==> config.mk <==
export PLATFORM = sky130hd
export DESIGN_NAME = button_click_gesture_detector
export DESIGN_NICKNAME = d
export VERILOG_FILES = /design/src/bcgd_pkg.sv /design/src/bcgd_cfg_regs.sv /design/src/bcgd_debounce.sv /design/src/bcgd_gesture_fsm.sv /design/src/button_click_gesture_detector.sv
export SDC_FILE = /design/constraint.sdc
export NUM_CORES = 1
export LEC_CHECK = 0
export ABC_AREA = 1
export BUFFER_PORTS_ARGS = -buffer_cell sky130_fd_sc_hd__buf_2
export CORE_MARGIN = 5
export CORE_UTILIZATION = 60
export DETAILED_ROUTE_END_ITERATION = 8
export PLACE_DENSITY = 0.82
export SYNTH_ARGS = -nofsm -noshare
export SYNTH_HDL_FRONTEND = slang
export SYNTH_HIERARCHICAL = 1
export SYNTH_SLANG_ARGS = --single-unit
export TNS_END_PERCENT = 20
==> constraint.sdc <==
create_clock -name clk -period 7.3 [get_ports clk]
set_input_delay 0.73 -clock clk [delete_from_list [all_inputs] [get_ports clk]]
set_output_delay 0.73 -clock clk [all_outputs]
set_load 0.005 [all_outputs]
==> src/bcgd_pkg.sv <==
// Shared types and constants for the button click gesture detector.
// Used by every module of the block; depends on nothing else.
package bcgd_pkg;

  localparam int TimeW    = 32;
  localparam int CfgTimeW = 16;
  localparam int InDataW  = 40;
  localparam int OutDataW = 8;
  localparam int CfgAddrW = 4;
  localparam int CfgDataW = 32;

  localparam logic [CfgTimeW-1:0] DebounceReset    = 16'd20;
  localparam logic [CfgTimeW-1:0] LongPressReset   = 16'd500;
  localparam logic [CfgTimeW-1:0] DoubleClickReset = 16'd300;
  localparam logic                ActiveLevelReset = 1'b0;

  typedef enum logic [1:0] {
    REG_DEBOUNCE = 2'd0,
    REG_LONG     = 2'd1,
    REG_DOUBLE   = 2'd2,
    REG_ACTIVE   = 2'd3
  } cfg_reg_t;

  typedef enum logic [1:0] {
    GEST_NONE   = 2'd0,
    GEST_CLICK  = 2'd1,
    GEST_DOUBLE = 2'd2,
    GEST_LONG   = 2'd3
  } gesture_t;

  typedef enum logic [2:0] {
    PH_IDLE  = 3'd0,
    PH_DOWN  = 3'd1,
    PH_WAIT2 = 3'd2,
    PH_DOWN2 = 3'd3,
    PH_LONG  = 3'd4
  } phase_t;

  typedef struct packed {
    logic [CfgTimeW-1:0] debounce_time;
    logic [CfgTimeW-1:0] long_press_time;
    logic [CfgTimeW-1:0] double_click_window;
    logic                active_level;
  } cfg_t;

  typedef struct packed {
    logic pressed;
    logic rise;
    logic fall;
  } btn_status_t;

endpackage

==> src/bcgd_cfg_regs.sv <==
// Configuration registers behind the APB-style port.
// Depends on bcgd_pkg.
module bcgd_cfg_regs (
  input  logic                          clk,
  input  logic                          rst_n,
  input  logic                          psel,
  input  logic                          penable,
  input  logic                          pwrite,
  input  logic [bcgd_pkg::CfgAddrW-1:0] paddr,
  input  logic [bcgd_pkg::CfgDataW-1:0] pwdata,
  output logic [bcgd_pkg::CfgDataW-1:0] prdata,
  output logic                          pready,
  output bcgd_pkg::cfg_t                cfg
);
  import bcgd_pkg::*;

  cfg_t     cfg_r;
  cfg_t     cfg_nxt;
  cfg_reg_t sel;
  logic     wr_en;

  assign sel    = cfg_reg_t'(paddr[3:2]);
  assign pready = 1'b1;
  assign wr_en  = psel && penable && pwrite && pready;

  always_comb begin
    cfg_nxt = cfg_r;
    if (wr_en) begin
      case (sel)
        REG_DEBOUNCE: cfg_nxt.debounce_time       = pwdata[CfgTimeW-1:0];
        REG_LONG:     cfg_nxt.long_press_time     = pwdata[CfgTimeW-1:0];
        REG_DOUBLE:   cfg_nxt.double_click_window = pwdata[CfgTimeW-1:0];
        REG_ACTIVE:   cfg_nxt.active_level        = pwdata[0];
        default:      cfg_nxt = cfg_r;
      endcase
    end
  end

  always_comb begin
    case (sel)
      REG_DEBOUNCE: prdata = {{(CfgDataW-CfgTimeW){1'b0}}, cfg_r.debounce_time};
      REG_LONG:     prdata = {{(CfgDataW-CfgTimeW){1'b0}}, cfg_r.long_press_time};
      REG_DOUBLE:   prdata = {{(CfgDataW-CfgTimeW){1'b0}}, cfg_r.double_click_window};
      REG_ACTIVE:   prdata = {{(CfgDataW-1){1'b0}}, cfg_r.active_level};
      default:      prdata = '0;
    endcase
  end

  always_ff @(posedge clk) begin
    if (!rst_n) begin
      cfg_r.debounce_time       <= DebounceReset;
      cfg_r.long_press_time     <= LongPressReset;
      cfg_r.double_click_window <= DoubleClickReset;
      cfg_r.active_level        <= ActiveLevelReset;
    end else begin
      cfg_r <= cfg_nxt;
    end
  end

  assign cfg = cfg_r;

endmodule

==> src/bcgd_debounce.sv <==
// Debouncer and edge detector: tracks the raw level, accepts it once stable,
// and reports pressed, press edge and release edge. Depends on bcgd_pkg.
module bcgd_debounce (
  input  logic                       clk,
  input  logic                       rst_n,
  input  logic                       step,
  input  logic [bcgd_pkg::TimeW-1:0] now_ms,
  input  logic                       pin_level,
  input  bcgd_pkg::cfg_t             cfg,
  output bcgd_pkg::btn_status_t      status
);
  import bcgd_pkg::*;

  logic             last_raw_r;
  logic             stable_r;
  logic             stable_nxt;
  logic [TimeW-1:0] change_time_r;
  logic [TimeW-1:0] change_time_nxt;
  logic [TimeW-1:0] elapsed;
  logic             was_held_r;

  // After this poll the last raw level is always the sampled level; the change
  // time moves to now only when the level differs from the previous poll.
  always_comb begin
    change_time_nxt = (pin_level != last_raw_r) ? now_ms : change_time_r;
    elapsed         = now_ms - change_time_nxt;
    stable_nxt      = (elapsed >= {{(TimeW-CfgTimeW){1'b0}}, cfg.debounce_time}) ?
                      pin_level : stable_r;
    status.pressed  = (stable_nxt == cfg.active_level);
    status.rise     = status.pressed && !was_held_r;
    status.fall     = !status.pressed && was_held_r;
  end

  always_ff @(posedge clk) begin
    if (!rst_n) begin
      last_raw_r    <= 1'b1;
      stable_r      <= 1'b1;
      change_time_r <= '0;
      was_held_r    <= 1'b0;
    end else if (step) begin
      last_raw_r    <= pin_level;
      stable_r      <= stable_nxt;
      change_time_r <= change_time_nxt;
      was_held_r    <= status.pressed;
    end
  end

endmodule

==> src/bcgd_gesture_fsm.sv <==
// Five-phase gesture machine: turns press and release edges plus elapsed times
// into click, double click and long press events. Depends on bcgd_pkg.
module bcgd_gesture_fsm (
  input  logic                       clk,
  input  logic                       rst_n,
  input  logic                       step,
  input  logic [bcgd_pkg::TimeW-1:0] now_ms,
  input  bcgd_pkg::btn_status_t      status,
  input  bcgd_pkg::cfg_t             cfg,
  output bcgd_pkg::gesture_t         gesture
);
  import bcgd_pkg::*;

  phase_t           phase_r;
  phase_t           phase_nxt;
  logic [TimeW-1:0] press_time_r;
  logic [TimeW-1:0] press_time_nxt;
  logic [TimeW-1:0] release_time_r;
  logic [TimeW-1:0] release_time_nxt;
  logic [TimeW-1:0] press_elapsed;
  logic [TimeW-1:0] release_elapsed;
  logic             long_hit;
  logic             window_over;

  assign press_elapsed   = now_ms - press_time_r;
  assign release_elapsed = now_ms - release_time_r;
  assign long_hit    = status.pressed &&
                       (press_elapsed >= {{(TimeW-CfgTimeW){1'b0}}, cfg.long_press_time});
  assign window_over = release_elapsed >=
                       {{(TimeW-CfgTimeW){1'b0}}, cfg.double_click_window};

  always_comb begin
    phase_nxt        = phase_r;
    press_time_nxt   = press_time_r;
    release_time_nxt = release_time_r;
    gesture          = GEST_NONE;
    case (phase_r)
      PH_IDLE: begin
        if (status.rise) begin
          press_time_nxt = now_ms;
          phase_nxt      = PH_DOWN;
        end
      end
      PH_DOWN: begin
        // A long press wins over a release seen in the same poll.
        if (long_hit) begin
          gesture   = GEST_LONG;
          phase_nxt = PH_LONG;
        end else if (status.fall) begin
          release_time_nxt = now_ms;
          phase_nxt        = PH_WAIT2;
        end
      end
      PH_WAIT2: begin
        if (status.rise) begin
          press_time_nxt = now_ms;
          phase_nxt      = PH_DOWN2;
        end else if (window_over) begin
          gesture   = GEST_CLICK;
          phase_nxt = PH_IDLE;
        end
      end
      PH_DOWN2: begin
        if (long_hit) begin
          gesture   = GEST_LONG;
          phase_nxt = PH_LONG;
        end else if (status.fall) begin
          gesture   = GEST_DOUBLE;
          phase_nxt = PH_IDLE;
        end
      end
      PH_LONG: begin
        if (status.fall) begin
          phase_nxt = PH_IDLE;
        end
      end
      default: begin
        phase_nxt = PH_IDLE;
      end
    endcase
  end

  always_ff @(posedge clk) begin
    if (!rst_n) begin
      phase_r        <= PH_IDLE;
      press_time_r   <= '0;
      release_time_r <= '0;
    end else if (step) begin
      phase_r        <= phase_nxt;
      press_time_r   <= press_time_nxt;
      release_time_r <= release_time_nxt;
    end
  end

endmodule

==> src/button_click_gesture_detector.sv <==
// Button click gesture detector. Every input beat is one poll of the button
// (millisecond timestamp and raw pin level) and yields exactly one output beat
// carrying the gesture code and the debounced held flag. A beat is captured in
// an input register and then runs through the debouncer and the gesture
// machine into the output register, which updates all state at once; the
// block therefore takes one beat per cycle while the output side keeps taking.
// The user must write registers over the APB-style port only while no poll
// is pending; the block itself does not enforce this.
// Depends on bcgd_pkg, bcgd_cfg_regs, bcgd_debounce and bcgd_gesture_fsm.
module button_click_gesture_detector (
  input  logic                          clk,
  input  logic                          rst_n,
  input  logic                          in_tvalid,
  output logic                          in_tready,
  // [31:0] now_ms, [32] pin_level, [39:33] zero
  input  logic [bcgd_pkg::InDataW-1:0]  in_tdata,
  output logic                          out_tvalid,
  input  logic                          out_tready,
  // [1:0] gesture, [2] held, [7:3] zero
  output logic [bcgd_pkg::OutDataW-1:0] out_tdata,
  input  logic                          cfg_psel,
  input  logic                          cfg_penable,
  input  logic                          cfg_pwrite,
  input  logic [bcgd_pkg::CfgAddrW-1:0] cfg_paddr,
  input  logic [bcgd_pkg::CfgDataW-1:0] cfg_pwdata,
  output logic [bcgd_pkg::CfgDataW-1:0] cfg_prdata,
  output logic                          cfg_pready
);
  import bcgd_pkg::*;

  cfg_t        cfg;
  btn_status_t status;
  gesture_t    gesture;

  logic             s1_valid_r;
  logic             s1_valid_nxt;
  logic [TimeW-1:0] s1_now_r;
  logic             s1_pin_r;
  logic             out_valid_r;
  logic             out_valid_nxt;
  gesture_t         out_gesture_r;
  logic             out_held_r;
  logic             in_acc;
  logic             advance;

  bcgd_cfg_regs u_cfg (
    .clk     (clk),
    .rst_n   (rst_n),
    .psel    (cfg_psel),
    .penable (cfg_penable),
    .pwrite  (cfg_pwrite),
    .paddr   (cfg_paddr),
    .pwdata  (cfg_pwdata),
    .prdata  (cfg_prdata),
    .pready  (cfg_pready),
    .cfg     (cfg)
  );

  // The held beat moves on whenever the output register is empty or drained.
  assign advance   = s1_valid_r && (!out_valid_r || out_tready);
  assign in_tready = !s1_valid_r || advance;
  assign in_acc    = in_tvalid && in_tready;

  bcgd_debounce u_debounce (
    .clk       (clk),
    .rst_n     (rst_n),
    .step      (advance),
    .now_ms    (s1_now_r),
    .pin_level (s1_pin_r),
    .cfg       (cfg),
    .status    (status)
  );

  bcgd_gesture_fsm u_fsm (
    .clk     (clk),
    .rst_n   (rst_n),
    .step    (advance),
    .now_ms  (s1_now_r),
    .status  (status),
    .cfg     (cfg),
    .gesture (gesture)
  );

  always_comb begin
    s1_valid_nxt = in_acc ? 1'b1 : (advance ? 1'b0 : s1_valid_r);
    out_valid_nxt = advance ? 1'b1 : (out_tready ? 1'b0 : out_valid_r);
  end

  always_ff @(posedge clk) begin
    if (!rst_n) begin
      s1_valid_r  <= 1'b0;
      out_valid_r <= 1'b0;
    end else begin
      s1_valid_r  <= s1_valid_nxt;
      out_valid_r <= out_valid_nxt;
    end
  end

  always_ff @(posedge clk) begin
    if (in_acc) begin
      s1_now_r <= in_tdata[TimeW-1:0];
      s1_pin_r <= in_tdata[TimeW];
    end
    if (advance) begin
      out_gesture_r <= gesture;
      out_held_r    <= status.pressed;
    end
  end

  assign out_tvalid = out_valid_r;
  assign out_tdata  = {{(OutDataW-3){1'b0}}, out_held_r, out_gesture_r};

endmodule

**Yosys cells after proc, flatten, opt, wreduce, memory -nomap -nowiden**

Cells that the tools add are included.
W data, S select, Z words.

- Register bits: 189
- Output and inout bits: 43
- Logic and storage cells: 82

- $add $sub $neg: 3
- Magnitude comparators: 3
- Equal/unequal tests: 12
- Multiplexer cells: 21
- Bitwise operators: 1
- Reductions and logical operators: 25

Operators with widths:

| kind | number |
|---|---|
| $pmux W32 S4 | 1 |
| $ge A32 B16 Y1 | 3 |
| $sub A32 B32 Y32 | 3 |
| $mux W32 | 1 |
| $mux W3 | 7 |
| $pmux W3 S5 | 1 |
| $mux W2 | 4 |
| $reduce_and A2 Y1 | 4 |
| $reduce_and A4 Y1 | 2 |
| $logic_and A1 B1 Y1 | 7 |
| $eq A3 B2 Y1 const B | 2 |
| $mux W1 | 6 |
| $ne A3 B2 Y1 const B | 2 |
| $pmux W2 S3 | 1 |
| $eq A2 B2 Y1 const B | 2 |
| $logic_not A1 Y1 | 4 |
| $reduce_bool A2 Y1 | 2 |
| $eq A3 B1 Y1 const B | 1 |
| $eq A3 B3 Y1 const B | 1 |
| $logic_not A3 Y1 | 1 |
| $reduce_and A3 Y1 | 1 |
| $eq A2 B1 Y1 const B | 1 |
| $logic_not A2 Y1 | 1 |
| $logic_or A1 B1 Y1 | 2 |
| 5 further kinds | 5 |

**Logic depth before layout (Yosys ltp)**

- Depth in word-level cells: 11
- Mapped depth: 41

**Hierarchy**

The synthesis kept the hierarchy.

Modules (own cells, without submodules):

| module | instances | cells an instance | area each (um^2) | seq. area each (um^2) |
|---|---|---|---|---|
| bcgd_gesture_fsm | 1 | 1417 | 7931.4 | 1341.3 |
| bcgd_debounce | 1 | 785 | 4722.0 | 700.7 |
| bcgd_cfg_regs | 1 | 372 | 2431.1 | 980.9 |
| button_click_gesture_detector | 1 | 56 | 1224.9 | 1121.1 |

**Worst setup path after synthesis**

Ideal clock, no wire load.

- Kind: register to register
- Start: reg s1_pin_r
- End: reg u_fsm.press_time_r[28]
- Library setup time: 0.128 ns
- Data arrival time: 4.521 ns
- Data required time: 7.172 ns
- Slack: 2.651 ns
- Stages on the path, launching flop included: 31
- Path buffers: 3
- Period minus slack after synthesis: 4.649 ns
- Cells stage by stage: edfxtp_1 > inv_2 > nand2_2 > nand2_4 > buf_6 > clkbuf_1 > mux2i_1 > ha_1 > nand2_1 > inv_1 > nand2_2 > inv_2 > a21oi_1 > nand2_1 > xor2_1 > ha_1 > a21oi_1 > o31ai_1 > a21oi_1 > nand3_1 > nor2_1 > nand3_1 > nor2_2 > nand2_1 > nand2_1 > nand3_1 > a21oi_1 > nand3_1 > clkbuf_1 > o21ai_0 > a21oi_1

RTL lines:

| item | line | text |
|---|---|---|
| start, declared | button_click_gesture_detector.sv:38 | `logic s1_pin_r;` |
| start signal, assigned | button_click_gesture_detector.sv:102 | `s1_pin_r <= in_tdata[TimeW];` |
| end signal, assigned | bcgd_gesture_fsm.sv:90 | `press_time_r <= press_time_nxt;` |
| end, declared | bcgd_gesture_fsm.sv:16 | `logic [TimeW-1:0] press_time_r;` |

==> results.yml <==
clock_network:
  clock-sinks: 189
  cts_hold_buffers: 0
  cts_made_buffers: 17
  clkTransAtPathRegs_ns: 0.07
  cts_max_level: 4
  postCtsSetupRepairBufs: 0
  cts_tree: "built"
  clkLatencyLatePin_ns: 0.44
  cts.path.max_buffers: 2
  cts_resized: 0
  root_buffer: "clkbuf_16"
sta:
  min_period_ns: 5.98
  slew_viol_final: 0
  fin_crit_sh_pct: 82.0
  setup_viol: 0
  max_slew.worst_pin.slew_ns: 1.14
  fin_tns_setup_ns: 0
  fmax_mhz: 167
  finalClockSkew_ns: 0.0209
  grt_setup_unrepaired: "false"
  finalHoldViolCount: 0
  slew_headroom_pct: 23.6
worst_setup_path:
  worst_path_max_delay_cell: "inv_2"
  crit_top_cell: "nand3_1"
  rr_worst_depth: 34
  r2r_slack_ns: 1.32
  r2r-end: "u_fsm/release_time_r[19]"
  worstSetupEndpointType: "register"
  slowest_delay_ns: 0.48
  startpoint_type: "register"
  r2r-start: "s1_pin_r"
  worstSetupPathType: "register to register"
  crit_fanout: 49
  arrival_ns: 6.32
  cp.required_ns: 7.64
logic_synthesis:
  synth_area_mm2: 0.0163
  ys_warn_count: 6
  postSynthAreaPerCell_um2: 6.20
  yosysSeqAreaShare_pct: 25.4
  synth-seq-cells: 189
  syn_inst: 2630
  yosysUniqueCellTypes: 51
die:
  num_io_pins: 126
  dieArea_mm2: 0.0306
  core-area_mm2: 0.0269
  fp.dieH_um: 175
  fp-row-count: 60
  start_util_pct: 60.7
  fp.dieW_um: 175
finish:
  register_area_mm2: 0.00414
  nFillCells: 2598
  multi_input_area_mm2: 0.0100
  nets: 2893
  num_antenna_cells: 0
  area_growth_pct: 6.65
  layout-drive-gt1-share_pct: 8.48
  finish.utilization_pct: 64.7
route:
  wl_um: 46300
  vias: 16500
  ant_nets: 0
  drtIter0Drc: 1261
  via_per_inst: 5.43
  drc: 0
  drt-pass1-iter-count: 6
  wl_per_cell_um: 15.3
placement:
  dp_hpwl_um: 37000
  io_buffers: 78
  gp_congestion: 0.942
global_routing:
  gr-usage-all-layers_pct: 29.5
  grt_pass1_vias: 15500
  grt-ovfl-total: 0
  antenna_found_initial: 0
  grt_pass1_wl_um: 74000
  grt_max_degree: 65
power:
  leakage_nw: 8.93
  p_per_area_mw_per_mm2: 181
  ir_drop_mv: 0.107
run_status:
  status: "completed"
hold_path:
  whs_path_depth: 2
  hold_start: "u_fsm/press_time_r[19]"
  hp-class: "register to register"
  whs_endpoint: "u_fsm/press_time_r[19]"
run:
  drv_cap: 0
## stage by stage
step	std cells	hold WS [ns]	setup slack [ns]	instance area [um2]	power, mW
finish	3031	0.459	1.32	17400	3.16
global route	3031	0.438	0.885	17400	3.35
CTS	3031	0.449	1.37	17400	3.16
detailed placement	2999	0.447	1.43	16800	2.22
global placement	2999	0.436	1.72	16800	2.18
floorplan	2649	0.427	2.65	16400	1.96
## synth_stat cells, drive strengths merged
master | count | area share (%)
a211oi | 6 | 0.28
a21boi | 7 | 0.35
a21o | 3 | 0.14
a21oi | 175 | 5.4
a31oi | 1 | 0.038
and2 | 3 | 0.13
and3 | 3 | 0.12
buf | 49 | 2.2
clkbuf | 29 | 0.67
clkinv | 2 | 0.046
conb | 3 | 0.069
dfxtp | 153 | 19
edfxtp | 36 | 6.6
fa | 2 | 0.25
ha | 131 | 10
inv | 472 | 11
mux2i | 17 | 1.0
nand2 | 852 | 20
nand2b | 1 | 0.038
nand3 | 187 | 6.8
nand3b | 9 | 0.41
nand4 | 20 | 0.86
nor2 | 269 | 6.7
nor3 | 22 | 0.68
nor4 | 5 | 0.23
o211ai | 20 | 0.92
o21ai | 94 | 2.9
o21bai | 8 | 0.37
o22ai | 1 | 0.038
o31ai | 2 | 0.092
or2 | 1 | 0.038
xnor2 | 10 | 0.54
xor2 | 37 | 2.0
## flip-flops by register name, summed over array words and instances (netlist names), 2 cells and up
| name | count |
|---|---|
| u_cfg/cfg | 49 |
| out_gesture_r | 2 |
| u_fsm/phase_r | 3 |
| s1_now_r | 32 |
| u_fsm/press_time_r | 32 |
| u_fsm/release_time_r | 32 |
| u_debounce/change_time_r | 32 |
## layout make-up
cell class | instances | share of cell area, %
repair buffers | 87 | 2.63
multi-input cells | 1908 | 57.5
inverters | 474 | 10.2
clock inverters | 13 | 0.870
well taps | 341 | 2.45
clock buffers | 19 | 2.49
flip-flops and latches | 189 | 23.8
## layer usage
| metal | wire length (um) | track usage, % | up-vias | part of all wire [%] |
|---|---|---|---|---|
| met5 | 0 | 0 | - | 0 |
| met4 | 1680 | 11.3 | 0 | 3.6 |
| met3 | 2490 | 3.16 | 116 | 5.4 |
| met2 | 22500 | 52.6 | 505 | 49 |
| met1 | 19700 | 36.8 | 7543 | 42 |
| li1 | - | - | 8295 | - |
## cell families after synthesis
kind of cell | count (synthesis) | synth area share, %
AND/OR/NAND/NOR | 1372 | 36.3
buffers and inverters | 552 | 13.8
AO/OA/AOI/OAI | 317 | 10.6
flip-flops | 189 | 25.4
adder cells (fa/ha/maj) | 133 | 10.3
XOR/XNOR | 47 | 2.52
multiplexers | 17 | 1.04
other | 3 | 0.0690
## report_power, final
group | internal, mW | switching (mW) | leakage (nW)
Combinational | 0.366 | 0.679 | 7.05
Clock | 0.489 | 0.456 | 0.285
Sequential | 1.11 | 0.0562 | 1.60
## worst max-delay path, delay by kind of cell, from the launching register on
family,cells,cell delay [ns]
AO/OA/AOI/OAI,4,0.69
XOR/XNOR,1,0.14
adder cells (fa/ha/maj),3,0.66
buffers and inverters,6,1.09
flip-flops,1,0.45
AND/OR/NAND/NOR,20,2.74
## placed cells by master (no fill, tap or decap), types with 9 or more instances in the layout
cell type  instances
nand2_1          818
nor2_2            13
conb_1            22
nand2_2           30
nand4_1           19
nand3_2           20
buf_4              9
dfxtp_1          153
edfxtp_1          36
mux2i_1           17
o21ai_0           86
nand3_1          161
inv_2             20
nor3_1            22
xor2_1            37
nor2_1           248
inv_1            452
xnor2_1           10
a21oi_1          171
o211ai_1          20
clkbuf_16         17
nand3b_1           9
buf_2             78
ha_1             131
## how the worst max path moves through the flow
stage               cells after the start     start                       end  slack, ns
floorplan                              30  s1_pin_r    u_fsm/press_time_r[28]       2.65
global placement                       36  s1_pin_r  u_fsm/release_time_r[31]       1.72
detailed placement                     36  s1_pin_r  u_fsm/release_time_r[23]       1.43
CTS                                    34  s1_pin_r  u_fsm/release_time_r[19]       1.37
global route                           36  s1_pin_r  u_fsm/release_time_r[30]       0.88
finish                                 34  s1_pin_r  u_fsm/release_time_r[19]       1.32
(Power assumes the default switching activity.)
